File: src/design/wfha_pkg.sv
// ----------------------------------------------------------------------------
// wfha_pkg
// Types and constants shared by the worst-fit hole allocator.
// ----------------------------------------------------------------------------
package wfha_pkg;

    localparam int ADDR_W    = 32;
    localparam int LEN_W     = 16;
    localparam int CFG_IDX_W = 1;
    localparam int CFG_W     = 32;

    localparam logic [LEN_W-1:0]  SPLIT_MIN_RESET  = 16'd10;
    localparam logic [ADDR_W-1:0] DATA_START_RESET = 32'd0;
    localparam logic [ADDR_W-1:0] DELIM_BYTES      = 32'd1;

    // func field codes
    localparam logic FUNC_FREE  = 1'b0;
    localparam logic FUNC_ALLOC = 1'b1;

    // configuration register indexes
    localparam logic [CFG_IDX_W-1:0] REG_SPLIT_MIN  = 1'b0;
    localparam logic [CFG_IDX_W-1:0] REG_DATA_START = 1'b1;

    typedef enum logic [1:0] {
        OP_NOP,
        OP_INSERT,
        OP_REMOVE
    } cell_op_t;

    typedef struct packed {
        cell_op_t          op;
        logic [ADDR_W-1:0] start;
        logic [LEN_W-1:0]  length;
    } cell_cmd_t;

    typedef struct packed {
        logic              valid;
        logic [ADDR_W-1:0] start;
        logic [LEN_W-1:0]  length;
    } hole_t;

    typedef enum logic {
        ST_IDLE,
        ST_SPLIT
    } state_t;

endpackage

File: src/design/wfha_in_if.sv
// ----------------------------------------------------------------------------
// wfha_in_if
// Request channel: free or allocate beats.
// ----------------------------------------------------------------------------
interface wfha_in_if;
    logic        valid;
    logic        ready;
    logic        func;
    logic [31:0] region_offset;
    logic [15:0] length;

    modport source (output valid, output func, output region_offset, output length,
                    input ready);
    modport sink   (input valid, input func, input region_offset, input length,
                    output ready);
endinterface

File: src/design/wfha_out_if.sv
// ----------------------------------------------------------------------------
// wfha_out_if
// Result channel: one beat per request.
// ----------------------------------------------------------------------------
interface wfha_out_if;
    logic        valid;
    logic        ready;
    logic [31:0] address;
    logic        from_hole;
    logic        split_made;
    logic        hole_dropped;

    modport source (output valid, output address, output from_hole, output split_made,
                    output hole_dropped, input ready);
    modport sink   (input valid, input address, input from_hole, input split_made,
                    input hole_dropped, output ready);
endinterface

File: src/design/worst_fit_hole_allocator_top.sv
// ----------------------------------------------------------------------------
// worst_fit_hole_allocator_top
// Worst-fit allocator over a length-sorted chain of free holes.
// ----------------------------------------------------------------------------
// Usage:
//   req carries free (func 0) and allocate (func 1) beats; rsp returns one
//   beat per request, in order. cfg_we/cfg_index/cfg_data write split_minimum
//   (index 0) and data_start (index 1) while the block is idle.
//   The holes live in a chain of MAX_HOLES cells kept sorted largest first;
//   a free inserts a hole into it, and an allocate that fits removes the head.
//   The result beat is registered and shows in the cycle after the request
//   beat. Throughput: one request per cycle while rsp is not stalled, except
//   that an allocate that splits a hole holds off the next request while the
//   remainder is inserted into the chain in the ST_SPLIT state.
//   A new request is taken only while the result register is empty or being
//   drained, so a stalled rsp holds off req after one beat.
//   Reset empties the chain, clears the appended byte count and restores
//   split_minimum to 10 and data_start to 0. No clearing pass is needed.
// ----------------------------------------------------------------------------
module worst_fit_hole_allocator_top
    import wfha_pkg::*;
#(
    parameter int MAX_HOLES = 16
)
(
    input  logic                 clk,
    input  logic                 rst_n,
    wfha_in_if.sink              req,
    wfha_out_if.source           rsp,
    input  logic                 cfg_we,
    input  logic [CFG_IDX_W-1:0] cfg_index,
    input  logic [CFG_W-1:0]     cfg_data
);

    // configuration
    logic [LEN_W-1:0]  split_min_reg;
    logic [ADDR_W-1:0] data_start_reg;

    // control
    state_t            state_reg;
    state_t            state_next;
    logic [ADDR_W-1:0] appended_reg;
    logic [ADDR_W-1:0] appended_next;
    logic [ADDR_W-1:0] rest_start_reg;
    logic [LEN_W-1:0]  rest_len_reg;

    // result register
    logic              out_valid_reg;
    logic [ADDR_W-1:0] address_reg;
    logic              from_hole_reg;
    logic              split_made_reg;
    logic              dropped_reg;

    // chain
    hole_t             holes [MAX_HOLES];
    logic [MAX_HOLES-1:0] keeps;
    logic [MAX_HOLES-1:0] valid_vec;
    cell_cmd_t         cmd;

    logic              accept;
    logic              top_fits;
    logic [LEN_W-1:0]  top_spare;
    logic              split_hit;
    logic              table_full;

    assign accept     = req.valid && req.ready;
    assign top_fits   = holes[0].valid && (holes[0].length >= req.length);
    assign top_spare  = holes[0].length - req.length;
    // spare - 1 >= split_min, with spare - 1 never wrapping once spare > split_min
    assign split_hit  = top_spare > split_min_reg;
    assign table_full = holes[MAX_HOLES-1].valid;

    // ---------------- cell chain ----------------
    genvar gi;
    generate
        for (gi = 0; gi < MAX_HOLES; gi++)
        begin : g_cell
            logic  prev_keep;
            hole_t prev_hole;
            hole_t next_hole;

            if (gi == 0)
            begin : g_head
                assign prev_keep = 1'b1;
                assign prev_hole = '0;
            end
            else
            begin : g_body
                assign prev_keep = keeps[gi-1];
                assign prev_hole = holes[gi-1];
            end

            if (gi == MAX_HOLES - 1)
            begin : g_tail
                assign next_hole = '0;
            end
            else
            begin : g_link
                assign next_hole = holes[gi+1];
            end

            wfha_cell u_cell (
                .clk       (clk),
                .rst_n     (rst_n),
                .cmd       (cmd),
                .prev_keep (prev_keep),
                .prev_hole (prev_hole),
                .next_hole (next_hole),
                .hole      (holes[gi]),
                .keep      (keeps[gi])
            );

            assign valid_vec[gi] = holes[gi].valid;
        end
    endgenerate

    // ---------------- FSM ----------------
    always_comb
    begin
        state_next = state_reg;
        unique case (state_reg)
            ST_IDLE:
            begin
                if (accept && req.func == FUNC_ALLOC && top_fits && split_hit)
                    state_next = ST_SPLIT;
            end
            ST_SPLIT: state_next = ST_IDLE;
            default:  state_next = ST_IDLE;
        endcase
    end

    always_comb
    begin
        req.ready = 1'b0;
        cmd       = '{op: OP_NOP, start: req.region_offset, length: req.length};
        unique case (state_reg)
            ST_IDLE:
            begin
                req.ready = !out_valid_reg || rsp.ready;
                if (accept)
                begin
                    if (req.func == FUNC_FREE)
                        cmd.op = OP_INSERT;
                    else if (top_fits)
                        cmd.op = OP_REMOVE;
                end
            end
            ST_SPLIT:
            begin
                cmd = '{op: OP_INSERT, start: rest_start_reg, length: rest_len_reg};
            end
            default: cmd.op = OP_NOP;
        endcase
    end

    always_comb
    begin
        appended_next = appended_reg;
        if (accept && req.func == FUNC_ALLOC && !top_fits)
            appended_next = appended_reg + ADDR_W'(req.length) + DELIM_BYTES;
    end

    always_ff @(posedge clk or negedge rst_n)
    begin
        if (!rst_n)
        begin
            state_reg      <= ST_IDLE;
            appended_reg   <= '0;
            split_min_reg  <= SPLIT_MIN_RESET;
            data_start_reg <= DATA_START_RESET;
            out_valid_reg  <= 1'b0;
        end
        else
        begin
            state_reg    <= state_next;
            appended_reg <= appended_next;
            if (cfg_we)
            begin
                unique case (cfg_index)
                    REG_SPLIT_MIN:  split_min_reg  <= cfg_data[LEN_W-1:0];
                    REG_DATA_START: data_start_reg <= cfg_data[ADDR_W-1:0];
                    default:        ;
                endcase
            end
            if (accept)
                out_valid_reg <= 1'b1;
            else if (rsp.ready)
                out_valid_reg <= 1'b0;
        end
    end

    // result payload and split remainder
    always_ff @(posedge clk)
    begin
        if (accept)
        begin
            rest_start_reg <= holes[0].start + ADDR_W'(req.length) + DELIM_BYTES;
            rest_len_reg   <= top_spare - LEN_W'(DELIM_BYTES);
            if (req.func == FUNC_FREE)
            begin
                address_reg    <= '0;
                from_hole_reg  <= 1'b0;
                split_made_reg <= 1'b0;
                dropped_reg    <= table_full;
            end
            else if (top_fits)
            begin
                address_reg    <= holes[0].start;
                from_hole_reg  <= 1'b1;
                split_made_reg <= split_hit;
                dropped_reg    <= 1'b0;
            end
            else
            begin
                address_reg    <= data_start_reg + appended_reg;
                from_hole_reg  <= 1'b0;
                split_made_reg <= 1'b0;
                dropped_reg    <= 1'b0;
            end
        end
    end

    assign rsp.valid        = out_valid_reg;
    assign rsp.address      = address_reg;
    assign rsp.from_hole    = from_hole_reg;
    assign rsp.split_made   = split_made_reg;
    assign rsp.hole_dropped = dropped_reg;

    // ---------------- checks ----------------
    logic [MAX_HOLES-1:0] order_ok;

    always_comb
    begin
        order_ok[0] = 1'b1;
        for (int k = 1; k < MAX_HOLES; k++)
            order_ok[k] = !holes[k].valid || (holes[k-1].length >= holes[k].length);
    end

    // occupied cells form an unbroken run from the head
    a_valid_run: assert property (@(posedge clk) disable iff (!rst_n)
        (valid_vec & (valid_vec + {{(MAX_HOLES-1){1'b0}}, 1'b1})) == '0)
        else $error("hole chain has a gap");

    a_sorted: assert property (@(posedge clk) disable iff (!rst_n)
        &order_ok)
        else $error("hole chain out of order");

    a_split_one_cycle: assert property (@(posedge clk) disable iff (!rst_n)
        state_reg == ST_SPLIT |=> state_reg == ST_IDLE)
        else $error("split insert lasted more than one cycle");

    a_split_has_result: assert property (@(posedge clk) disable iff (!rst_n)
        state_reg == ST_SPLIT |-> out_valid_reg && split_made_reg)
        else $error("split pending without its result beat");

    a_split_room: assert property (@(posedge clk) disable iff (!rst_n)
        state_reg == ST_SPLIT |-> !table_full)
        else $error("remainder insert would drop a hole");

endmodule

File: src/design/wfha_cell.sv
// ----------------------------------------------------------------------------
// wfha_cell
// One slot of the sorted hole chain; shifts with its neighbours.
// ----------------------------------------------------------------------------
module wfha_cell
    import wfha_pkg::*;
(
    input  logic      clk,
    input  logic      rst_n,
    input  cell_cmd_t cmd,
    input  logic      prev_keep,
    input  hole_t     prev_hole,
    input  hole_t     next_hole,
    output hole_t     hole,
    output logic      keep
);

    logic              valid_reg;
    logic [ADDR_W-1:0] start_reg;
    logic [LEN_W-1:0]  length_reg;
    hole_t             hole_next;

    assign hole = '{valid: valid_reg, start: start_reg, length: length_reg};

    // holes of equal or greater length stay ahead of the new one
    assign keep = valid_reg && (length_reg >= cmd.length);

    always_comb
    begin
        unique case (cmd.op)
            OP_INSERT:
            begin
                if (keep)
                    hole_next = hole;
                else if (prev_keep)
                    hole_next = '{valid: 1'b1, start: cmd.start, length: cmd.length};
                else
                    hole_next = prev_hole;
            end
            OP_REMOVE: hole_next = next_hole;
            default:   hole_next = hole;
        endcase
    end

    always_ff @(posedge clk or negedge rst_n)
    begin
        if (!rst_n)
            valid_reg <= 1'b0;
        else
            valid_reg <= hole_next.valid;
    end

    always_ff @(posedge clk)
    begin
        start_reg  <= hole_next.start;
        length_reg <= hole_next.length;
    end

endmodule
File: src/flat_wrapper.sv
// flat-port wrapper written by rule: the top's interface ports become plain ports
module worst_fit_hole_allocator_top_flat import wfha_pkg::*;
#(
    parameter int MAX_HOLES = 16
)
  (clk, rst_n, cfg_we, cfg_index, cfg_data, req_valid, req_func, req_region_offset, req_length, req_ready, rsp_valid, rsp_address, rsp_from_hole, rsp_split_made, rsp_hole_dropped, rsp_ready);
  wfha_in_if req_i ();
  wfha_out_if rsp_i ();
  input  logic clk;
  input  logic rst_n;
  input  logic cfg_we;
  input  logic [CFG_IDX_W-1:0] cfg_index;
  input  logic [CFG_W-1:0] cfg_data;
  input wire logic [$bits(req_i.valid)-1:0] req_valid;
  input wire logic [$bits(req_i.func)-1:0] req_func;
  input wire logic [$bits(req_i.region_offset)-1:0] req_region_offset;
  input wire logic [$bits(req_i.length)-1:0] req_length;
  output wire logic [$bits(req_i.ready)-1:0] req_ready;
  output wire logic [$bits(rsp_i.valid)-1:0] rsp_valid;
  output wire logic [$bits(rsp_i.address)-1:0] rsp_address;
  output wire logic [$bits(rsp_i.from_hole)-1:0] rsp_from_hole;
  output wire logic [$bits(rsp_i.split_made)-1:0] rsp_split_made;
  output wire logic [$bits(rsp_i.hole_dropped)-1:0] rsp_hole_dropped;
  input wire logic [$bits(rsp_i.ready)-1:0] rsp_ready;
  assign req_i.valid = req_valid;
  assign req_i.func = req_func;
  assign req_i.region_offset = req_region_offset;
  assign req_i.length = req_length;
  assign req_ready = req_i.ready;
  assign rsp_valid = rsp_i.valid;
  assign rsp_address = rsp_i.address;
  assign rsp_from_hole = rsp_i.from_hole;
  assign rsp_split_made = rsp_i.split_made;
  assign rsp_hole_dropped = rsp_i.hole_dropped;
  assign rsp_i.ready = rsp_ready;
  worst_fit_hole_allocator_top #(.MAX_HOLES(MAX_HOLES)) u_core (.clk(clk), .rst_n(rst_n), .req(req_i), .rsp(rsp_i), .cfg_we(cfg_we), .cfg_index(cfg_index), .cfg_data(cfg_data));
endmodule
File: config.mk
export PLATFORM = sky130hd
export DESIGN_NAME = worst_fit_hole_allocator_top_flat
export DESIGN_NICKNAME = d
export VERILOG_FILES = /design/src/design/wfha_pkg.sv /design/src/design/wfha_in_if.sv /design/src/design/wfha_out_if.sv /design/src/design/worst_fit_hole_allocator_top.sv /design/src/design/wfha_cell.sv /design/src/flat_wrapper.sv
export SDC_FILE = /design/constraint.sdc
export NUM_CORES = 2
export LEC_CHECK = 0
export ABC_AREA = 1
export BUFFER_PORTS_ARGS = -buffer_cell sky130_fd_sc_hd__buf_4
export CAP_MARGIN = 20
export CORE_UTILIZATION = 60
export DETAILED_ROUTE_END_ITERATION = 10
export PLACE_DENSITY = 0.77
export SLEW_MARGIN = 20
export SYNTH_ARGS = -nofsm -noshare
export SYNTH_HDL_FRONTEND = slang
export SYNTH_HIERARCHICAL = 1
export SYNTH_SLANG_ARGS = --single-unit
File: constraint.sdc
create_clock -name clk -period 9.7 [get_ports clk]
set_clock_uncertainty 0.05 [all_clocks]
set_input_delay 0.485 -clock clk [delete_from_list [all_inputs] [get_ports clk]]
set_output_delay 0.485 -clock clk [all_outputs]
set_load 0.01 [all_outputs]
[After elaboration in Yosys (flattened, before gate mapping)]
Index checks and enable logic that the tools add are counted.
Operators by class
  multiplexer cells: 59
  multipliers: 0
  add/sub/neg operators: 7
  reduce and logical (&&, ||, !) cells: 46
  order comparisons: 18
  eq/ne operators: 18
  div/mod/pow operators: 0
  shift-type cells: 0
  bitwise operators: 2
Operators with widths (count)
  $pmux 49 s2: 16
  $mux 49: 31
  $ge 16x16->1: 17
  $add 32x1->32 const B: 2
  $add 32x16->32: 2
  $mux 48: 1
  $reduce_and 2->1: 19
  $add 32x32->32: 1
  $mux 32: 1
  $ne 2x2->1 const B: 16
  $logic_and 1x1->1: 22
  $gt 16x16->1: 1
  $sub 16x1->16 const B: 1
  $sub 16x16->16: 1
  $mux 2: 3
  $mux 1: 5
  $pmux 2 s2: 1
  $reduce_bool 2->1: 2
  $eq 2x1->1 const B: 1
  $eq 2x2->1 const B: 1
  $logic_not 1->1: 2
  $not 1->1: 2
  $pmux 1 s2: 1
  $logic_or 1x1->1: 1
Storage, ports and cells
  register bits: 949
  memories: 0
  bits of input ports: 87
  logic and storage cells: 209
  output and inout port bits: 37
  RAM bits: 0
  ROM bits: 0
  latch bits: 0

[Longest topological paths before layout]
  depth after elaboration: 9
  gate-level depth with buffers: 26

[By module]
The synthesis kept the hierarchy.
Modules (own cells, without submodules)
  wfha_cell at u_core.g_cell[0].u_cell ...: cells an instance 345, area each 2892.8 sq um, instances 14
  worst_fit_hole_allocator_top: cells an instance 1539, area each 12271.8 sq um, instances 1
  wfha_cell at u_core.g_cell[8].u_cell ...: cells an instance 345, area each 2904.0 sq um, instances 2

[Worst setup path before layout]
No wires, ideal clock.
  path type: register to register
  from: reg u_core.state_reg
  to: reg u_core.g_cell[0].u_cell.length_reg[0] (enable)
  setup slack: 4.935 ns
  path buffers: 2
  stages on the path, launching flop included: 16
  arrival time: 4.330 ns
  cell sequence: dfrtp_1 > clkbuf_1 > clkbuf_1 > o21ai_0 > ha_1 > nand2_1 > nor2_1 > nor2_1 > nand2_1 > nand2_1 > nand2_1 > nand2_1 > nand2_1 > nand2_2 > nand2_2 > nand2_2
RTL lines
  start, declared: RTL line worst_fit_hole_allocator_top.sv:40  | state_t state_reg;
  start signal, assigned: RTL line worst_fit_hole_allocator_top.sv:175  | state_reg <= state_next;
  end signal, assigned: RTL line wfha_cell.sv:56  | length_reg <= hole_next.length;
  end, declared: RTL line wfha_cell.sv:20  | logic [LEN_W-1:0] length_reg;

==> metrics.cfg <==
[finish]
final_cell_mix = nand2_1 (1,744), nor2_1 (1,203), edfxtp_1 (851)
final_area_um2 = 63800
final_layout_size_suffix_gt1_share_pct = 7.24
multiInputGateArea_um2 = 27100
seq_area_um2 = 28000
fin_nets = 7546
diodes = 0
area_growth_pct = 8.93
largest_reg_flops = 512
nFillCells = 7913
mostFrequentLayoutCell = nand2_1

[floorplan]
num_rows = 114
num_io_pins = 124
die_x_um = 314
initial_core_util_pct = 60.6
die_h_um = 314
design.core.area_um2 = 96700
die_area_um2 = 98900

[pwr]
swShare_pct = 35.9
p_clk_share_pct = 26.0
peakVddDrop_uv = 170
switchingPower_uw = 5470
total_power_uw = 15200
power_density_nw_per_um2 = 239
internal_power_uw = 9760
leakagePower_uw = 0.0276
seqPwrFrac_pct = 42.2
comb_power_share_pct = 31.8

[clock_network]
cts_buffer_depth = 3
clk_transition_reported_paths_ns = 0.06
cts_made_buffers = 105
insertion_delay_ns = 0.70
cts-root-buf = clkbuf_16
htree_levels = 3
cts_sinks = 949
cts_tree = built

[sta]
hold_ws_ns = 0.0468
fin_crit_sh_pct = 53.7
fin_ws_ns = 4.49
hold_viol = 0
maxSlewViolCount = 0
max_freq_mhz = 192
fin_crit_ns = 5.21
worst_pin_slew_ns = 1.13
relSlewSlack_pct = 24.6
rsz0062_at_grt = false
tns_ns = 0
finalSetupViolCount = 0

[drt]
firstDrtPassIters = 6
drc = 0
drtIter0Drc = 5579
ant_nets = 0
wl_mm = 153
vias_per_cell = 5.85
via_count = 49500
wl_per_cell_um = 18.1

[min_path]
whs_endpoint = u_core/split_min_reg[0]
hp-class = primary input to flop
hp-start = cfg_data[0]
hold_depth = 3

[global_route]
grt_use_total_pct = 30.3
gr-total-overflow = 0
grt_pass1_vias = 46300
antenna_found_initial = 3
grt_pass1_wl_mm = 242
grt_max_degree = 100

[setup_path]
reg2reg_slack_ns = 4.49
crit_type = flop to flop
timing.rr.end = u_core/g_cell[11].u_cell/length_reg[3]
worst_setup_path_end_kind = flop
critPathArrivalTime_ns = 5.58
reg2reg_from = u_core/state_reg
reg2regPathDepth = 16
crit_fanout = 63
crit_required_ns = 10.08
critical_path.startpoint_type = flop

[run_status]
status = finished, final reports clean

[yosys]
avgSynthCellArea_um2 = 8.30
synth_cells = 7058
synth_warnings = 6
syn_area_um2 = 58600

[job]
maxCapViolations = 0

[placed_design]
dp_slack_ns = 4.68
portBuffers = 123
gp_congestion = 0.964
dp_hpwl_mm = 111
placed_cell_area_um2 = 60100

[what timing repair did]
action / in CTS / in global routing
buffers inserted: 0 / 0
resized for setup: 0 / 0
hold buffers: 20 / 0
hold endpoints to repair: 52 / 0
[worst max-delay path by stage]
| stage | from | endpoint | slack [ns] | cells after the start |
|---|---|---|---|---|
| floorplan | u_core/state_reg | u_core/g_cell[0].u_cell/length_reg[0] | 4.94 | 15 |
| global placement | req_length[0] | u_core/g_cell[10].u_cell/start_reg[16] | 4.80 | 20 |
| detailed placement | req_length[0] | u_core/g_cell[10].u_cell/start_reg[21] | 4.68 | 20 |
| CTS | u_core/g_cell[0].u_cell/length_reg[0] | u_core/g_cell[10].u_cell/length_reg[10] | 4.73 | 20 |
| global route | u_core/state_reg | u_core/g_cell[11].u_cell/length_reg[2] | 4.07 | 15 |
| finish | u_core/state_reg | u_core/g_cell[11].u_cell/length_reg[3] | 4.49 | 16 |
[area by class of cell]
class | count | area share, %
sequential | 949 | 43.9
multi-input combinational | 5290 | 42.5
clock buffer | 144 | 4.67
inverter | 555 | 3.27
tap | 1276 | 2.50
timing repair buffer | 203 | 2.48
clock inverter | 52 | 0.661
[critical path, stage by stage, from the launching register on]
cell	delay [ns]
dfrtp_2	0.76
nand2_1	0.13
o21ai_1	0.11
buf_4	0.31
inv_1	0.11
ha_1	0.32
a21oi_1	0.14
o21a_1	0.19
nand2_1	0.07
nand2_1	0.05
nand2_1	0.09
nand2_2	0.09
clkinv_1	0.80
inv_2	1.18
o21ai_0	0.24
a21oi_1	0.18
nor2_1	0.05
[power groups by stage]
stage	registers [uW]	clock network (uW)	logic, uW
after floorplan	6220	0	3690
after global placement	6470	0	4520
after detailed placement	6490	0	4710
after CTS	6420	4000	4750
after global routing	6510	4160	5420
final	6430	3950	4840
[per-layer routing]
metal / track usage, % / routed length [um] / vias to the layer above
li1: - / - / 24000
met1: 40.9 / 65000 / 23100
met2: 49.8 / 71100 / 2098
met3: 3.94 / 11300 / 319
met4: 11.7 / 5640 / 6
met5: 0 / 34 / -
[through the flow]
| step | cells | util, % |
|---|---|---|
| 3_5_place_dp | 8252 | 62.2 |
| 3_3_place_gp | 8252 | 62.2 |
| 6_report | 8469 | 66.0 |
| 2_1_floorplan | 7155 | - |
| 5_1_grt | 8469 | 66.0 |
| 4_1_cts | 8468 | 65.9 |
No activity file was read; power rests on OpenSTA's default activity.
